--- src/sv/swm_pkg.sv ---
// ----------------------------------------------------------------------------
// swm_pkg: shared types and constants for the sliding window minimum unit
// Sample width, default window depth, register map and the scan token type.
// ----------------------------------------------------------------------------
package swm_pkg;

	localparam int DATA_W         = 32;
	localparam int WINDOW_MAX_DEF = 64;
	localparam int WSIZE_W        = 7;
	localparam int PADDR_W        = 3;
	localparam int PDATA_W        = 32;

	// register index, taken from paddr bit 2
	localparam logic REG_WINDOW_SIZE = 1'b0;

	localparam logic [WSIZE_W-1:0] WSIZE_RESET = 7'd1;

	// partial minimum travelling down the cell row
	typedef struct packed {
		logic              vld;
		logic [DATA_W-1:0] min;
	} scan_t;

	typedef enum logic {
		ST_IDLE,
		ST_SCAN
	} state_t;

endpackage

--- src/sv/swm_cell.sv ---
// ----------------------------------------------------------------------------
// swm_cell: one cell of the window row
// Holds one sample of the window, shifts it to its neighbor on each new
// transfer and, inside the window, folds it into the passing partial minimum.
// ----------------------------------------------------------------------------
module swm_cell
	import swm_pkg::*;
#(
	parameter int IDX = 0,
	parameter int CW  = 7
) (
	input  logic              clk,
	input  logic              arst_n,
	input  logic              shift,
	input  logic              en,
	input  logic [CW-1:0]     win,
	input  logic [DATA_W-1:0] sample_in,
	output logic [DATA_W-1:0] sample_out,
	input  scan_t             scan_in,
	output scan_t             scan_out
);

	localparam logic [CW-1:0] IDX_C = CW'(IDX);

	logic [DATA_W-1:0] sample_q;
	logic              vld_q;
	logic [DATA_W-1:0] min_q;
	logic              active;
	logic              take;

	assign active = IDX_C < win;
	assign take   = active && ($signed(sample_q) < $signed(scan_in.min));

	always_ff @(posedge clk) begin
		if (shift) begin
			sample_q <= sample_in;
		end
	end

	always_ff @(posedge clk or negedge arst_n) begin
		if (!arst_n) begin
			vld_q <= 1'b0;
		end else if (en) begin
			vld_q <= scan_in.vld;
		end
	end

	always_ff @(posedge clk) begin
		if (en) begin
			min_q <= take ? sample_q : scan_in.min;
		end
	end

	assign sample_out   = sample_q;
	assign scan_out.vld = vld_q;
	assign scan_out.min = min_q;

endmodule

--- config.mk ---
export PLATFORM = sky130hd
export DESIGN_NAME = swm_cell
export DESIGN_NICKNAME = d
export VERILOG_FILES = /design/src/sv/swm_pkg.sv /design/src/sv/swm_cell.sv
export SDC_FILE = /design/constraint.sdc
export NUM_CORES = 1
export LEC_CHECK = 0
export BUFFER_PORTS_ARGS = -buffer_cell sky130_fd_sc_hd__buf_2
export CORE_MARGIN = 2
export CORE_UTILIZATION = 47
export DETAILED_ROUTE_END_ITERATION = 8
export PLACE_DENSITY = 0.83
export SLEW_MARGIN = 5
export SYNTH_ARGS = -nofsm -noshare
export SYNTH_HDL_FRONTEND = slang
export SYNTH_SLANG_ARGS = --single-unit
--- constraint.sdc ---
create_clock -name clk -period 2.2 [get_ports clk]
set_input_delay 0.44 -clock clk [delete_from_list [all_inputs] [get_ports clk]]
set_output_delay 0.44 -clock clk [all_outputs]
set_load 0.01 [all_outputs]
==> results by group <==
Outcome
  • Status: finished, violations left
  • Failing checks: setup timing

Run
  • MaxCap Viol Count: 0

Placement
  • Pre-CTS setup slack: -0.580 ns
  • Post-DP HPWL: 9410 um
  • # port buffers: 140
  • GP Congestion: roughly 0.87
  • DP Area: just over 6000 um2

Finish
  • Commonest non-fill, non-tap cells in the layout: 140 x buf_2, 88 x buf_4, 64 x edfxtp_1
  • Share of layout cells above drive strength 1: a little under half
  • Filler cell count: 749
  • Nets: between 700 and 800
  • Area Growth Syn to Fin: 40.2%
  • Commonest non-fill, non-tap cell in the layout: buf_2
  • N_diodes: 0
  • Final Util: between 60 and 70%
  • Non-Filler Cell Area, Final: roughly 6400 um2

Routing
  • Antenna viol nets, final: 0
  • Iter 0 DRT Violations: between 200 and 300
  • DRC viols: 0
  • WL/cell: about 17 um
  • Via count: ~4,700
  • Number of vias per cell: between 5 and 6
  • Routed WL: between 10,000 and 15,000 um
  • Pre-antenna DRT Iters: 5

STA
  • TNS Setup: -12.17 ns
  • Number of max-slew violations in the final report: 0
  • RSZ-0062 raised after global routing: yes
  • Final worst path period need: 2.62 ns
  • PnR worst setup slack: -0.423 ns
  • Achievable Freq: roughly 380 MHz
  • Final Cycle Share: 119%
  • Max-Slew Margin vs Limit: between 60 and 70%
  • Final setup viols: 32
  • Tightest Pin Transition: about 0.54 ns
  • Endpoints failing hold: 0
  • Hold_ws: around 0.25 ns
  • Clock skew: 0.0118 ns

Critical path
  • Worst R2R Start: sample_out[31]
  • Endpoint class of the critical path: flop
  • Critical path arrival: 2.72 ns
  • Internal reg-to-reg setup slack: -0.42 ns
  • WP data required: 2.30 ns
  • Worst R2R End: min_q[31]
  • Critical path peak fanout: 16
  • R2R depth: 9
  • Setup crit start kind: flop
  • Crit path kind: flop to flop

Yosys
  • Register area share after synthesis: 42.4%
  • Post-synthesis xor/xnor area fraction: 0%
  • Mux share of post-synthesis cell area: 0.245%
  • Adder-Cell Fraction of Synth Area: roughly 8.4%
  • Simple-gate share of the synthesized area: 18.7%
  • Largest family of logic cells by synthesized area: compound AO/OA/AOI/OAI gates
  • Yosys warning count: 0
  • Count of cell types in the netlist: 31
  • Post-synth top area share: between 40% and 50%
  • Post-Synthesis Cells: 444
  • Synth Area in Compound Gates: 23.3%
  • Post-Syn Area per Cell: slightly above 10 um2
  • Ranking of synthesized cells by area: edfxtp_1 42%, a311oi_2 9.5%, ha_1 8.4%
  • Mapped Nets: around 550
  • Synth area leader: edfxtp_1
  • Number of synthesized register bits: 65
  • Syn Std Cell Area: about 4600 um2

Power
  • Clk pwr share: between 20 and 25%
  • Pint: around 2.7 mW
  • Switching power: roughly 1.3 mW
  • Sw Share: about a third
  • Power share of the combinational group: a little over a third
  • P per Cell Area: 615 nW/um2
  • Worst vdd ir: ~0.00029 V
  • Leak: 2.83 nW
  • Flop pwr share: around two fifths

Floorplanning
  • Die area: 10,600 um2
  • Die Width: slightly above 100 um
  • Initial Utilization: 47.7%
  • # IOs: roughly 140
  • Die Ht: just over 100 um
  • Core area: ~9600 um2
  • Site row count: 36

Clock network
  • CTS tree: done
  • Clock root buffer: clkbuf_8
  • CTS Sinks: 65
  • Worst-path clk slew: 0.07 ns
  • CTS H-tree lvls: 3
  • Max Buffers Root-to-Sink: 2
  • CTS buffer count: 9
  • Clock latency on the worst-skew pair: 0.36 ns

GRT
  • Largest net degree at the start of global routing: between 60 and 70
  • Initial antenna violation count: 0
  • GRT Util Overall: between 20% and 30%
  • Vias in the first global route: about 4,400
  • First-pass GRT wire length: ~21,000 um
  • Overflow after GRT: 0

Hold path
  • Hold Path Origin: sample_in[9]
  • Min-delay worst type: input port to flop
  • Hold path cells: 1
  • Hold path endpoint: sample_out[9]
==> Yosys cell counts <==
library cell  count
inv_1            31
and3_1           33
nand3b_1         32
mux2_2            1
o31ai_4           1
nand4_1           7
o21ai_0           4
nor3_1           34
ha_1             31
buf_2            10
clkbuf_1         26
nor4_2            1
nand3_1           4
nor2_1            2
a211o_1           1
a21oi_1          44
a211oi_1          1
a311oi_2         29
inv_2             1
a311oi_1          4
nand2b_1          1
dfrtp_1           1
nand2_1          39
edfxtp_1         64
nor4_1            1
a221oi_2          1
buf_4             2
a21o_1            2
o221ai_1         32
buf_6             3
o211ai_2          1
==> cell type report <==
| class | count | area (um2) | area share (%) |
|---|---|---|---|
| Multi-Input combinational cell | 306 | 2490 | 38.7 |
| Sequential cell | 65 | 1950 | 30.2 |
| Timing Repair Buffer | 239 | 1550 | 24.1 |
| Tap cell | 133 | 166 | 2.58 |
| Clock buffer | 15 | 156 | 2.43 |
| Inverter | 32 | 120 | 1.87 |
| Clock inverter | 1 | 5.00 | 0.0777 |
==> worst max path at each step <==
stage	from	to	slack, ns	depth (start not counted)
global route	sample_out[31]	min_q[14]	-0.54	9
detailed placement	scan_in[31]	min_q[16]	-0.58	11
CTS	sample_out[31]	min_q[16]	-0.42	9
global placement	scan_in[31]	min_q[31]	-0.60	11
floorplan	sample_out[7]	min_q[21]	-0.15	8
finish	sample_out[31]	min_q[31]	-0.42	9
==> registers in the layout, indices dropped and copies added, names as in the netlist <==
| name | flops |
|---|---|
| min_q | 32 |
| sample_out | 32 |
| vld_q | 1 |
==> cells by family after synthesis <==
kind of cell | Yosys count
and+or+nand+nor | 154
AOI/OAI and AO/OA | 120
adders and majority gates | 31
DFF | 65
muxes | 1
buffers and inverters | 73
==> critical path: stages, from the launching register on <==
cell and delay (ns):
edfxtp_1 0.49, ha_4 0.32, nand4_1 0.14, buf_4 0.19, nor4_4 0.29, buf_4 0.18
o31ai_4 0.10, buf_12 0.20, a311oi_2 0.29, o221ai_2 0.15
==> layer usage <==
metal  vias to the layer above  share of wire (%)  global-route usage (%)
met1                      2208                 40                    31.3
met4                         0                2.6                    11.7
met3                        38                7.9                    5.02
met2                       236                 50                    42.6
met5                         -                  0                       0
li1                       2174                  -                       -
==> timing repair <==
action	in CTS	in global routing
pin swaps	1	3
resized for setup	9	13
hold endpoints to repair	1	0
gates cloned	1	0
hold buffers	1	0
setup endpoints to repair	32	32
buffers inserted	7	0
==> through the flow <==
step | power [mW] | instances
3_5_place_dp | 2.99 | 767
6_report | 3.96 | 791
5_1_grt | 4.15 | 791
4_1_cts | 3.91 | 792
3_3_place_gp | 2.92 | 767
2_1_floorplan | 2.45 | 444
==> power groups by stage <==
stage / registers [mW] / clock network [mW] / logic [mW]
floorplan: 1.71 / 0 / 0.741
global placement: 1.63 / 0 / 1.30
detailed placement: 1.63 / 0 / 1.36
CTS: 1.61 / 0.914 / 1.39
global route: 1.62 / 0.960 / 1.57
finish: 1.61 / 0.905 / 1.45
Note: power is estimated with default switching activity, not from simulation.
